--- config.mk ---
export PLATFORM = sky130hd
export DESIGN_NAME = pan_tilt_deadband_stepper_top
export DESIGN_NICKNAME = d
export VERILOG_FILES = /design/src/rtl/core/pts_pkg.sv /design/src/rtl/core/pts_step.sv /design/src/rtl/core/pts_ser.sv /design/src/rtl/core/pan_tilt_deadband_stepper_top.sv
export SDC_FILE = /design/constraint.sdc
export NUM_CORES = 1
export LEC_CHECK = 0
export ABC_AREA = 1
export BUFFER_PORTS_ARGS = -buffer_cell sky130_fd_sc_hd__buf_4
export CAP_MARGIN = 20
export CORE_ASPECT_RATIO = 1.75
export CORE_MARGIN = 10
export CORE_UTILIZATION = 40
export CTS_CLUSTER_SIZE = 12
export DETAILED_ROUTE_END_ITERATION = 10
export GPL_ROUTABILITY_DRIVEN = 0
export SYNTH_ARGS = -nofsm -noshare
export SYNTH_HDL_FRONTEND = slang
export SYNTH_SLANG_ARGS = --single-unit
--- constraint.sdc ---
create_clock -name i_clk -period 8.2 [get_ports i_clk]
set_clock_uncertainty 0.1 [all_clocks]
set_input_delay 0.41 -clock i_clk [delete_from_list [all_inputs] [get_ports i_clk]]
set_output_delay 0.41 -clock i_clk [all_outputs]
set_load 0.02 [all_outputs]
--- src/rtl/core/pts_pkg.sv ---
// ---------------------------------------------------------------------------
// pts_pkg
// shared types, codes, constants and helper functions of the pan/tilt stepper
// ---------------------------------------------------------------------------
package pts_pkg;

    localparam int unsigned PosW   = 10;
    localparam int unsigned DimW   = 12;
    localparam int unsigned OffW   = 14;
    localparam int unsigned StepW  = 4;
    localparam int unsigned SumW   = 12;
    localparam int unsigned ByteW  = 8;
    localparam int unsigned CntW   = 3;
    localparam int unsigned CfgAW  = 2;

    localparam int unsigned InDataW  = 56;
    localparam int unsigned OutDataW = 32;

    localparam logic [PosW-1:0] PosMax = 10'd999;

    localparam logic signed [OffW-1:0] FarLimit  = 14'sd200;
    localparam logic signed [OffW-1:0] NearLimit = 14'sd100;
    localparam logic signed [StepW-1:0] FarStep  = 4'sd4;

    localparam logic [DimW-1:0] FrameWRst = 12'd1600;
    localparam logic [DimW-1:0] FrameHRst = 12'd900;
    localparam logic [PosW-1:0] HomePanRst  = 10'd750;
    localparam logic [PosW-1:0] HomeTiltRst = 10'd735;
    localparam logic [PosW-1:0] PanRst  = 10'd750;
    localparam logic [PosW-1:0] TiltRst = 10'd725;

    localparam logic [ByteW-1:0] ChP    = 8'h70;
    localparam logic [ByteW-1:0] ChT    = 8'h74;
    localparam logic [ByteW-1:0] ChZero = 8'h30;

    localparam logic [CntW-1:0] LastIdx = 3'd7;

    typedef enum logic [2:0] {
        OP_TRACK   = 3'd0,
        OP_HOME    = 3'd1,
        OP_PAN_UP  = 3'd2,
        OP_PAN_DN  = 3'd3,
        OP_TILT_UP = 3'd4,
        OP_TILT_DN = 3'd5
    } t_op;

    typedef enum logic [CfgAW-1:0] {
        CFG_FRAME_W   = 2'd0,
        CFG_FRAME_H   = 2'd1,
        CFG_HOME_PAN  = 2'd2,
        CFG_HOME_TILT = 2'd3
    } t_cfg;

    typedef enum logic [CntW-1:0] {
        B_P     = 3'd0,
        B_PAN2  = 3'd1,
        B_PAN1  = 3'd2,
        B_PAN0  = 3'd3,
        B_T     = 3'd4,
        B_TILT2 = 3'd5,
        B_TILT1 = 3'd6,
        B_TILT0 = 3'd7
    } t_slot;

    typedef struct packed {
        logic            load;
        logic [PosW-1:0] pan;
        logic [PosW-1:0] tilt;
    } t_run;

    function automatic logic signed [StepW-1:0] deadband(input logic signed [OffW-1:0] off);
        logic signed [StepW-1:0] s;
        if (off > FarLimit) begin
            s = FarStep;
        end else if (off > NearLimit) begin
            s = 4'sd1;
        end else if (off < -FarLimit) begin
            s = -FarStep;
        end else if (off < -NearLimit) begin
            s = -4'sd1;
        end else begin
            s = 4'sd0;
        end
        return s;
    endfunction

    function automatic logic [PosW-1:0] clamp_pos(input logic signed [SumW-1:0] v);
        logic [PosW-1:0] r;
        if (v < 12'sd0) begin
            r = '0;
        end else if (v > $signed({2'b00, PosMax})) begin
            r = PosMax;
        end else begin
            r = v[PosW-1:0];
        end
        return r;
    endfunction

    // three decimal digits {hundreds, tens, ones} of a value up to 999
    function automatic logic [11:0] bcd3(input logic [PosW-1:0] v);
        logic [15:0] ph;
        logic [3:0]  h;
        logic [6:0]  rem;
        logic [14:0] pt;
        logic [3:0]  t;
        logic [3:0]  o;
        logic [6:0]  hx100;
        logic [6:0]  tx10;
        ph    = 16'({6'd0, v} * 16'd41);
        h     = ph[15:12];
        hx100 = 7'(v - 10'(h * 10'd100));
        rem   = hx100;
        pt    = 15'({8'd0, rem} * 15'd205);
        t     = pt[14:11];
        tx10  = 7'(rem - 7'(t * 7'd10));
        o     = tx10[3:0];
        return {h, t, o};
    endfunction

endpackage

--- src/rtl/core/pts_step.sv ---
// ---------------------------------------------------------------------------
// pts_step
// command register, settings registers and pan/tilt position update
// ---------------------------------------------------------------------------
module pts_step (
    input  logic                         i_clk,
    input  logic                         i_rst_n,
    input  logic                         i_cfg_we,
    input  logic [pts_pkg::CfgAW-1:0]    i_cfg_addr,
    input  logic [pts_pkg::DimW-1:0]     i_cfg_wdata,
    input  logic                         i_valid,
    output logic                         o_ready,
    input  logic [pts_pkg::InDataW-1:0]  i_data,
    input  logic                         i_free,
    output pts_pkg::t_run                o_run
);
    import pts_pkg::*;

    logic [DimW-1:0] r_frame_w;
    logic [DimW-1:0] r_frame_h;
    logic [PosW-1:0] r_home_pan;
    logic [PosW-1:0] r_home_tilt;

    logic            r_in_valid;
    logic [2:0]      r_op;
    logic [DimW-1:0] r_bx;
    logic [DimW-1:0] r_by;
    logic [DimW-1:0] r_bw;
    logic [DimW-1:0] r_bh;

    logic [PosW-1:0] r_pan;
    logic [PosW-1:0] r_tilt;
    logic [PosW-1:0] n_pan;
    logic [PosW-1:0] n_tilt;

    logic                    take;
    logic [DimW:0]           cx_sum;
    logic [DimW:0]           cy_sum;
    logic signed [OffW-1:0]  off_x;
    logic signed [OffW-1:0]  off_y;
    logic signed [StepW-1:0] step_x;
    logic signed [StepW-1:0] step_y;
    logic signed [SumW-1:0]  pan_s;
    logic signed [SumW-1:0]  tilt_s;

    assign o_ready = !r_in_valid;
    assign take    = r_in_valid && i_free;

    // settings
    always_ff @(posedge i_clk) begin
        if (!i_rst_n) begin
            r_frame_w   <= FrameWRst;
            r_frame_h   <= FrameHRst;
            r_home_pan  <= HomePanRst;
            r_home_tilt <= HomeTiltRst;
        end else if (i_cfg_we) begin
            case (t_cfg'(i_cfg_addr))
                CFG_FRAME_W:   r_frame_w   <= i_cfg_wdata;
                CFG_FRAME_H:   r_frame_h   <= i_cfg_wdata;
                CFG_HOME_PAN:  r_home_pan  <= i_cfg_wdata[PosW-1:0];
                CFG_HOME_TILT: r_home_tilt <= i_cfg_wdata[PosW-1:0];
                default: ;
            endcase
        end
    end

    // command register
    always_ff @(posedge i_clk) begin
        if (!i_rst_n) begin
            r_in_valid <= 1'b0;
        end else if (i_valid && o_ready) begin
            r_in_valid <= 1'b1;
        end else if (take) begin
            r_in_valid <= 1'b0;
        end
    end

    always_ff @(posedge i_clk) begin
        if (i_valid && o_ready) begin
            r_op <= i_data[2:0];
            r_bx <= i_data[14:3];
            r_by <= i_data[26:15];
            r_bw <= i_data[38:27];
            r_bh <= i_data[50:39];
        end
    end

    // box centre offsets, x mirrored
    always_comb begin
        cx_sum = {1'b0, r_bx} + {2'b00, r_bw[DimW-1:1]};
        cy_sum = {1'b0, r_by} + {2'b00, r_bh[DimW-1:1]};
        off_x  = $signed({2'b00, r_frame_w}) - $signed({1'b0, cx_sum})
                 - $signed({3'b000, r_frame_w[DimW-1:1]});
        off_y  = $signed({1'b0, cy_sum}) - $signed({3'b000, r_frame_h[DimW-1:1]});
        step_x = deadband(off_x);
        step_y = deadband(off_y);
    end

    always_comb begin
        pan_s  = $signed({2'b00, r_pan});
        tilt_s = $signed({2'b00, r_tilt});
        case (r_op)
            OP_TRACK: begin
                pan_s  = $signed({2'b00, r_pan})  + SumW'(step_x);
                tilt_s = $signed({2'b00, r_tilt}) + SumW'(step_y);
            end
            OP_HOME: begin
                pan_s  = $signed({2'b00, r_home_pan});
                tilt_s = $signed({2'b00, r_home_tilt});
            end
            OP_PAN_UP:  pan_s  = $signed({2'b00, r_pan}) + 12'sd1;
            OP_PAN_DN:  pan_s  = $signed({2'b00, r_pan}) - 12'sd1;
            OP_TILT_UP: tilt_s = $signed({2'b00, r_tilt}) + 12'sd1;
            OP_TILT_DN: tilt_s = $signed({2'b00, r_tilt}) - 12'sd1;
            default: ;
        endcase
        n_pan  = clamp_pos(pan_s);
        n_tilt = clamp_pos(tilt_s);
    end

    always_ff @(posedge i_clk) begin
        if (!i_rst_n) begin
            r_pan  <= PanRst;
            r_tilt <= TiltRst;
        end else if (take) begin
            r_pan  <= n_pan;
            r_tilt <= n_tilt;
        end
    end

    assign o_run.load = take;
    assign o_run.pan  = r_pan;
    assign o_run.tilt = r_tilt;

    a_pos_range: assert property (@(posedge i_clk) disable iff (!i_rst_n)
        (r_pan <= PosMax) && (r_tilt <= PosMax))
        else $error("position out of range");

    a_hold_pos: assert property (@(posedge i_clk) disable iff (!i_rst_n)
        !take |=> $stable(r_pan) && $stable(r_tilt))
        else $error("position moved without a command");

    a_take_clears: assert property (@(posedge i_clk) disable iff (!i_rst_n)
        take |=> !r_in_valid)
        else $error("command register not released");

endmodule

--- src/rtl/core/pts_ser.sv ---
// ---------------------------------------------------------------------------
// pts_ser
// eight-beat ascii run: p, three pan digits, t, three tilt digits
// ---------------------------------------------------------------------------
module pts_ser (
    input  logic                          i_clk,
    input  logic                          i_rst_n,
    input  pts_pkg::t_run                 i_run,
    output logic                          o_free,
    output logic                          o_valid,
    input  logic                          i_ready,
    output logic [pts_pkg::OutDataW-1:0]  o_data,
    output logic                          o_last
);
    import pts_pkg::*;

    logic            r_busy;
    logic [CntW-1:0] r_cnt;
    logic            beat;
    logic [11:0]     pan_d;
    logic [11:0]     tilt_d;
    logic [ByteW-1:0] ch;

    assign beat    = r_busy && i_ready;
    assign o_free  = !r_busy || (beat && (r_cnt == LastIdx));
    assign o_valid = r_busy;
    assign o_last  = r_cnt == LastIdx;

    always_ff @(posedge i_clk) begin
        if (!i_rst_n) begin
            r_busy <= 1'b0;
            r_cnt  <= '0;
        end else if (i_run.load) begin
            r_busy <= 1'b1;
            r_cnt  <= '0;
        end else if (beat) begin
            if (r_cnt == LastIdx) begin
                r_busy <= 1'b0;
            end
            r_cnt <= r_cnt + 3'd1;
        end
    end

    always_comb begin
        pan_d  = bcd3(i_run.pan);
        tilt_d = bcd3(i_run.tilt);
        case (t_slot'(r_cnt))
            B_P:     ch = ChP;
            B_PAN2:  ch = ChZero + {4'd0, pan_d[11:8]};
            B_PAN1:  ch = ChZero + {4'd0, pan_d[7:4]};
            B_PAN0:  ch = ChZero + {4'd0, pan_d[3:0]};
            B_T:     ch = ChT;
            B_TILT2: ch = ChZero + {4'd0, tilt_d[11:8]};
            B_TILT1: ch = ChZero + {4'd0, tilt_d[7:4]};
            B_TILT0: ch = ChZero + {4'd0, tilt_d[3:0]};
            default: ch = ChP;
        endcase
    end

    assign o_data = {4'd0, i_run.tilt, i_run.pan, ch};

    a_load_when_free: assert property (@(posedge i_clk) disable iff (!i_rst_n)
        i_run.load |-> o_free)
        else $error("run loaded over a busy run");

    a_end_of_run: assert property (@(posedge i_clk) disable iff (!i_rst_n)
        (beat && (r_cnt == LastIdx) && !i_run.load) |=> !r_busy)
        else $error("run did not end after last beat");

    a_stall_holds: assert property (@(posedge i_clk) disable iff (!i_rst_n)
        (r_busy && !i_ready && !i_run.load) |=> $stable(r_cnt) && r_busy)
        else $error("run advanced while stalled");

    a_new_run: assert property (@(posedge i_clk) disable iff (!i_rst_n)
        i_run.load |=> r_busy && (r_cnt == '0))
        else $error("run did not start at first beat");

endmodule

--- src/rtl/core/pan_tilt_deadband_stepper_top.sv ---
// ---------------------------------------------------------------------------
// pan_tilt_deadband_stepper_top
// pan/tilt dead-band stepper with ascii command string output
// ---------------------------------------------------------------------------
// slave stream: one command beat per video frame (track, home or nudge);
//   a command is held in a one-entry input register, so the next command is
//   taken while the previous string is still being sent
// master stream: eight beats per command, 'p' ddd 't' ddd, tlast on the
//   eighth; every beat also carries the pan and tilt positions
// settings port: frame size and home positions, written while idle
// start: a command waits in the input register until the string side is free,
//   then the run is loaded and its first byte goes out; the eight byte beats
//   share the single master stream, so a new string starts after the last beat
// reset: positions go to pan 750 / tilt 725, settings to their defaults,
//   both streams empty
// receiver stall: the string holds its current byte; once the input register
//   is full the slave side drops tready until the run ends
// ---------------------------------------------------------------------------
module pan_tilt_deadband_stepper_top (
    input  logic                          i_clk,
    input  logic                          i_rst_n,
    input  logic                          i_cfg_we,
    input  logic [pts_pkg::CfgAW-1:0]     i_cfg_addr,
    input  logic [pts_pkg::DimW-1:0]      i_cfg_wdata,
    input  logic                          i_s_axis_tvalid,
    output logic                          o_s_axis_tready,
    // operation[2:0], box_x[14:3], box_y[26:15], box_width[38:27], box_height[50:39]
    input  logic [pts_pkg::InDataW-1:0]   i_s_axis_tdata,
    output logic                          o_m_axis_tvalid,
    input  logic                          i_m_axis_tready,
    // serial_byte[7:0], pan_now[17:8], tilt_now[27:18]
    output logic [pts_pkg::OutDataW-1:0]  o_m_axis_tdata,
    output logic                          o_m_axis_tlast
);
    import pts_pkg::*;

    t_run run;
    logic free;

    pts_step u_step (
        .i_clk       (i_clk),
        .i_rst_n     (i_rst_n),
        .i_cfg_we    (i_cfg_we),
        .i_cfg_addr  (i_cfg_addr),
        .i_cfg_wdata (i_cfg_wdata),
        .i_valid     (i_s_axis_tvalid),
        .o_ready     (o_s_axis_tready),
        .i_data      (i_s_axis_tdata),
        .i_free      (free),
        .o_run       (run)
    );

    pts_ser u_ser (
        .i_clk   (i_clk),
        .i_rst_n (i_rst_n),
        .i_run   (run),
        .o_free  (free),
        .o_valid (o_m_axis_tvalid),
        .i_ready (i_m_axis_tready),
        .o_data  (o_m_axis_tdata),
        .o_last  (o_m_axis_tlast)
    );

endmodule

==> results of run 1 <==
-- cells by family (layout without fill, tap and decap cells) --
group / after synthesis / in the layout / share of synthesized area
AOI/OAI and AO/OA: 225 / 225 / 0.0967
xor gates and xnor gates: 28 / 28 / 0.0193
adders and majority gates: 269 / 269 / 0.284
buffers and inverters: 376 / 576 / 0.109
DFF: 117 / 117 / 0.210
other: 2 / 7 / 0.000556
and+or+nand+nor: 842 / 842 / 0.281
-- per-layer routing --
metal,share of wire,GRT usage,up-vias
li1,-,-,6406
met1,0.36,0.162,5856
met2,0.54,0.348,342
met3,0.037,0.0281,136
met4,0.063,0.117,0
met5,0,0,-
-- state kept, by name (all words and copies together), names as in the netlist --
name,count
u_ser.o_valid,1
u_ser.r_cnt,3
u_step.r_bh,11
u_step.r_bw,11
u_step.r_bx,12
u_step.r_by,12
u_step.r_frame_h,11
u_step.r_frame_w,12
u_step.r_home_pan,10
u_step.r_home_tilt,10
u_step.r_in_valid,1
u_step.r_op,3
u_step.r_pan,10
u_step.r_tilt,10
-- area by class of cell --
type / count / area [um^2] / area share
Multi-Input combinational cell: 1371 / 9980 / 0.596
Clock buffer: 23 / 469 / 0.0280
Sequential cell: 117 / 2860 / 0.171
Tap cell: 455 / 569 / 0.0340
Inverter: 340 / 1280 / 0.0766
Timing Repair Buffer: 204 / 1540 / 0.0920
Clock inverter: 9 / 55.1 / 0.00328
-- how the worst max path moves through the flow --
stage / to / slack, ns / startpoint
2_1_floorplan: o_m_axis_tdata[3] / 0.02 / u_step.r_pan[5]$_SDFFE_PN1P_
3_3_place_gp: o_m_axis_tdata[3] / -0.29 / u_step.r_pan[3]$_SDFFE_PN1P_
3_5_place_dp: o_m_axis_tdata[3] / -0.37 / u_step.r_pan[1]$_SDFFE_PN1P_
4_1_cts: o_m_axis_tdata[3] / -0.46 / u_step.r_pan[4]$_SDFFE_PN0P_
5_1_grt: o_m_axis_tdata[2] / -0.78 / u_step.r_pan[2]$_SDFFE_PN1P_
6_report: o_m_axis_tdata[3] / -0.36 / u_step.r_pan[2]$_SDFFE_PN1P_
-- through the flow --
stage                      util  hold slack [ns]  instances  area, um^2
after floorplan               -            0.329       1864       13600
final                     0.500           0.0428       2519       16800
after global routing      0.500           0.0213       2519       16800
after CTS                 0.485           0.0215       2511       16200
after detailed placement  0.461            0.343       2473       15400
after global placement    0.461            0.341       2473       15400
-- layout by cell type, fill, tap and decap left out, drive strengths merged, types with 2 or more instances in the layout --
cell type	n
a311oi	2
edfxtp	49
nand4	42
inv	336
dfxtp	68
a21o	8
clkinv	9
clkinvlp	4
o22ai	4
a21oi	97
ha	207
fa	62
a31oi	13
o21bai	8
nand3b	18
nor2	161
o2111ai	2
nand2	443
xor2	16
xnor2	12
a32oi	3
or2	16
nand3	139
buf	203
conb	7
o21ai	73
nor3	20
o211ai	4
o21a	4
clkbuf	24
-- worst max-delay path: cells and delay by family (launching register included) --
kind / cells / cell delay, ns
AOI/OAI and AO/OA: 6 / 0.98
xor gates and xnor gates: 2 / 0.29
adders and majority gates: 13 / 3.69
buffers and inverters: 6 / 0.50
DFF: 1 / 0.36
and+or+nand+nor: 16 / 1.81
-- what timing repair did --
item,in CTS,in global routing
resized for setup,40,85
endpoints found under the hold margin,0,0
setup buffers,6,8
pin swaps,43,79
setup endpoints to repair,3,4
cloned,0,0
==> results.md, run 1 <==
- Mapped Cells: 1859
- Antenna-violating nets left: 0
- Fin. Hold Viols: 0
- CP Capture Type: primary output
- Die area: about 0.042 mm^2
- Clk pin slew, worst setup/hold paths: 0.06 ns
- CTS tree: yes
- Hold-fix buffers, CTS: 0
- Synthesized area per cell: 7.26 um^2
- Final setup TNS: -0.712 ns
- # DRC: 0
- Synth area leaders: ha_1, nand2_1, edfxtp_1, dfxtp_1, fa_1
- Final Setup Violations: 2
- CTS Buffer Depth: 2
- Placement row count: 89
- Wire length per cell: 15.2 um
- Synth Flop Type: dfxtp_1
- Worst hold-check path type: in -> reg
- Top cells by count, synth: nand2_1, inv_1, ha_1, nor2_1, nand3_1
- TritonRoute pass-1 iters: 6
- Worst skew pair latency: between 0.4 and 0.5 ns
- Critical Path AT: 8.05 ns
- Die Y: roughly 260 um
- Reg-to-Reg End: u_step.r_pan[2]$_SDFFE_PN1P_
- Pins Over Slew Limit: 0
- Sequential share of the synthesized area: 0.210
- Slew margin rel.: 0.360
- CP Data Required Time: 7.69 ns
- Most instantiated library cell after synthesis: nand2_1
- FF-to-FF Start: u_step.r_bw[9]$_DFFE_PP_
- Via Count: 12.7k
- 1st-iter DRT viols: around 550
- Crit share post-route: 1.04
- Minimum clock period: 8.56 ns
- Worst hold stages: 1
- Vias in the first global route: 13.0k
- Setup WS post-layout: -0.360 ns
- Grt ovf: 0
- Hold Path End: u_step.r_bw[9]$_DFFE_PP_
- Maximum clock rate: 117 MHz
- Post-synth cell types: 56
- CP Class: reg -> out
- Drt via density: 5.06
- Num ports: 110
- Worst hold start: i_s_axis_tdata[36]
- IO Port Bufs: 95
- Post-place setup slack: -0.372 ns
- R2R setup slack: about 2.4 ns
- Largest net degree at the start of global routing: 50
- Initial antenna violation count: 0
- Core Area: 0.0335 mm^2
- Most used cell, CP: ha_4
- Initial Utilization: 0.403
- Final WL: 38200 um
- Synthesized flop and latch total: 117
- RSZ-0062 raised after global routing: yes
- First-pass GRT wire length: 60800 um
- P&R area growth vs syn: 24.1%
- Slew @ Worst Pin: 0.956 ns
- Violated checks: negative setup slack
- Netlist Area Pre-Place: around 0.014 mm^2
- Largest stage delay, worst path: around 0.57 ns
- Gr usage total: 0.177
- Post-synth EDFFs: 49
- Layout cells sized above 1: 0.215
- Filler cell count: approximately 3.3k
- Width of the die: 159 um
- Num CTS Buffers: 17
- H-tree levels: 4
- N_diodes: 0
- Max Fanout on Critical Path: 4
- Max cap viols: 0
- CTS Sinks: 117
- YS warnings: 0
- DPL Wire Length: 30900 um
- Synth top area share: 0.192
- Critical path's slowest cell: fa_1
- Clk root buf: clkbuf_16
- Synth async-reset ratio: 0
- Critical Path Start Type: flop
- Run status: complete, but fails checks
- Worst R2R Path Depth: 32
- Final #Nets: 2395
- Yosys top cell by area: ha_1
Power of run 1 is left out: the tool's default activity adds up to more than one toggle a clock period on the data nets, which glitch-free logic cannot reach.
==> run 2: changes to the inputs <==
Clock period 8.2 ns to 8.86 ns, I/O delays scaled along.
==> run 2 against run 1 <==
Effect of this change: the run now ends clean; cell area shrank 3.0%; register-to-register slack gained 0.76 ns; first-iteration DRC count shrank 5.5%; critical path type unchanged; critical endpoint unchanged; highest routed layer unchanged.
==> results.md, run 2 (synthesis results as in run 1) <==
- Run status: complete, no violations
- Commonest non-fill, non-tap cells in the layout: nand2_1, inv_1, ha_1
- CP Data Required Time: 8.32 ns (+0.63 ns)
- FF-to-FF Start: u_step.r_bw[3]$_DFFE_PP_
- Critical Path Start Type: flop
- First-pass GRT wire length: 58400 um (-3.9%)
- Slew margin rel.: 0.436 (+0.0761)
- Width of the die: 159 um (unchanged)
- CTS tree: yes
- Placed inst area: 0.0149 mm^2 (-3.5%)
- Layout cells sized above 1: 0.183 (-0.0318)
- Max Fanout on Critical Path: 3 (-1)
- Largest stage delay, worst path: 0.46 ns (-0.11 ns)
- Crit share post-route: 0.984
- Critical Path AT: 8.18 ns (+0.13 ns)
- CP Class: reg -> out
- Num ports: 110 (unchanged)
- Most used cell, CP: nand2_1
- Die area: 0.0418 mm^2 (unchanged)
- RSZ-0062 raised after global routing: yes
- Die Y: 263 um (unchanged)
- Cell family with most CP delay: adder cells
- Wire length per cell: 14.9 um (-1.9%)
- Critical path's slowest cell: fa_1
- CTS Buffer Depth: 2 (unchanged)
- Drt via density: 5.03 (-0.58%)
- Via Count: 12.4k (-2.8%)
- N_diodes: 0 (unchanged)
- Worst skew pair latency: 0.44 ns (about the same)
- Core Area: 0.0335 mm^2 (unchanged)
- Minimum clock period: 8.72 ns
- Final WL: 36600 um (-4.2%)
- IO Port Bufs: 95 (unchanged)
- 1st-iter DRT viols: 516 (-5.5%)
- Largest net degree at the start of global routing: 50 (unchanged)
- Final Setup Violations: 0 (-2)
- Num CTS Buffers: 17 (unchanged)
- Slew @ Worst Pin: 0.843 ns (-0.114 ns)
- Maximum clock rate: 115 MHz
- Fin area: 0.0163 mm^2 (-3.0%)
- Initial Utilization: 0.403 (unchanged)
- Grt ovf: 0 (unchanged)
- Clk root buf: clkbuf_16
- Placement row count: 89 (unchanged)
- Top flop regs: u_step.r_bx: 12 flops, u_step.r_by: 12 flops, u_step.r_frame_w: 12 flops
- Final setup TNS: 0 ns (+0.712 ns)
- DPL Wire Length: 29900 um (-3.1%)
- H-tree levels: 4 (unchanged)
- Worst hold-check path type: in -> reg
- Max cap viols: 0 (unchanged)
- Hold-fix buffers, CTS: 0 (unchanged)
- Final Util: 0.485 (-0.0152)
- Vias in the first global route: 12.4k (-4.6%)
- Final #Nets: 2338 (-2.4%)
- CTS Sinks: 117 (unchanged)
- Fin. Hold Viols: 0 (unchanged)
- Clk pin slew, worst setup/hold paths: 0.06 ns (about the same)
- Worst hold start: i_s_axis_tdata[50]
- Initial antenna violation count: 0 (unchanged)
- Gr usage total: 0.170 (-0.00712)
- TritonRoute pass-1 iters: 5 (-1)
- P&R area growth vs syn: 20.4%
- Worst path bufs/invs: 7 (+1)
- # DRC: 0 (unchanged)
- Critical path startpoint: u_step.r_pan[2]$_SDFFE_PN1P_
- CP Capture Type: primary output
- Antenna-violating nets left: 0 (unchanged)
- Most common cell after layout, fill and taps aside: nand2_1
- Pins Over Slew Limit: 0 (unchanged)
## run 2: final cells by class
| cell class | instances | area [um^2] |
|---|---|---|
| clock buffer | 23 | 468 |
| clock inverter | 9 | 151 |
| fill | 3292 | 17300 |
| inverter | 340 | 1280 |
| multi-input combinational | 1371 | 9820 |
| sequential | 117 | 2870 |
| tap | 455 | 569 |
| timing repair buffer | 147 | 1100 |
## run 2: stage by stage
step | hold slack, ns | worst slack [ns] | std cells
2_1_floorplan | 0.329 | 0.102 | 1864
3_3_place_gp | 0.340 | 0.0274 | 2416
6_report | 0.0811 | 0.138 | 2462
5_1_grt | 0.0660 | -0.280 | 2462
3_5_place_dp | 0.347 | -0.0369 | 2416
4_1_cts | 0.0674 | 0.00811 | 2454
## run 2: worst paths after layout
check,endpoint,slack [ns],cells past startpoint
setup reg to reg,u_step.r_pan[1]$_SDFFE_PN1P_,3.15,32
hold reg to reg,u_step.r_home_tilt[0]$_SDFFE_PN1P_,0.36,2
setup / recovery,o_m_axis_tdata[3],0.14,46
hold / removal,u_step.r_bh[11]$_DFFE_PP_,0.08,1
## run 2: repair_timing
item / in CTS / in global routing
gates resized for setup: 38 / 78
pin swaps: 23 / 59
setup endpoints to repair: 2 / 2
buffers inserted: 6 / 8
## run 2: per-layer routing
layer | vias up | track usage | wire, um
met5 | - | 0 | 0
met4 | 0 | 0.0880 | 1570
met3 | 84 | 0.0244 | 1120
met2 | 252 | 0.341 | 20500
met1 | 5756 | 0.161 | 13400
li1 | 6287 | - | -
Power of run 2 is left out for the same reason.
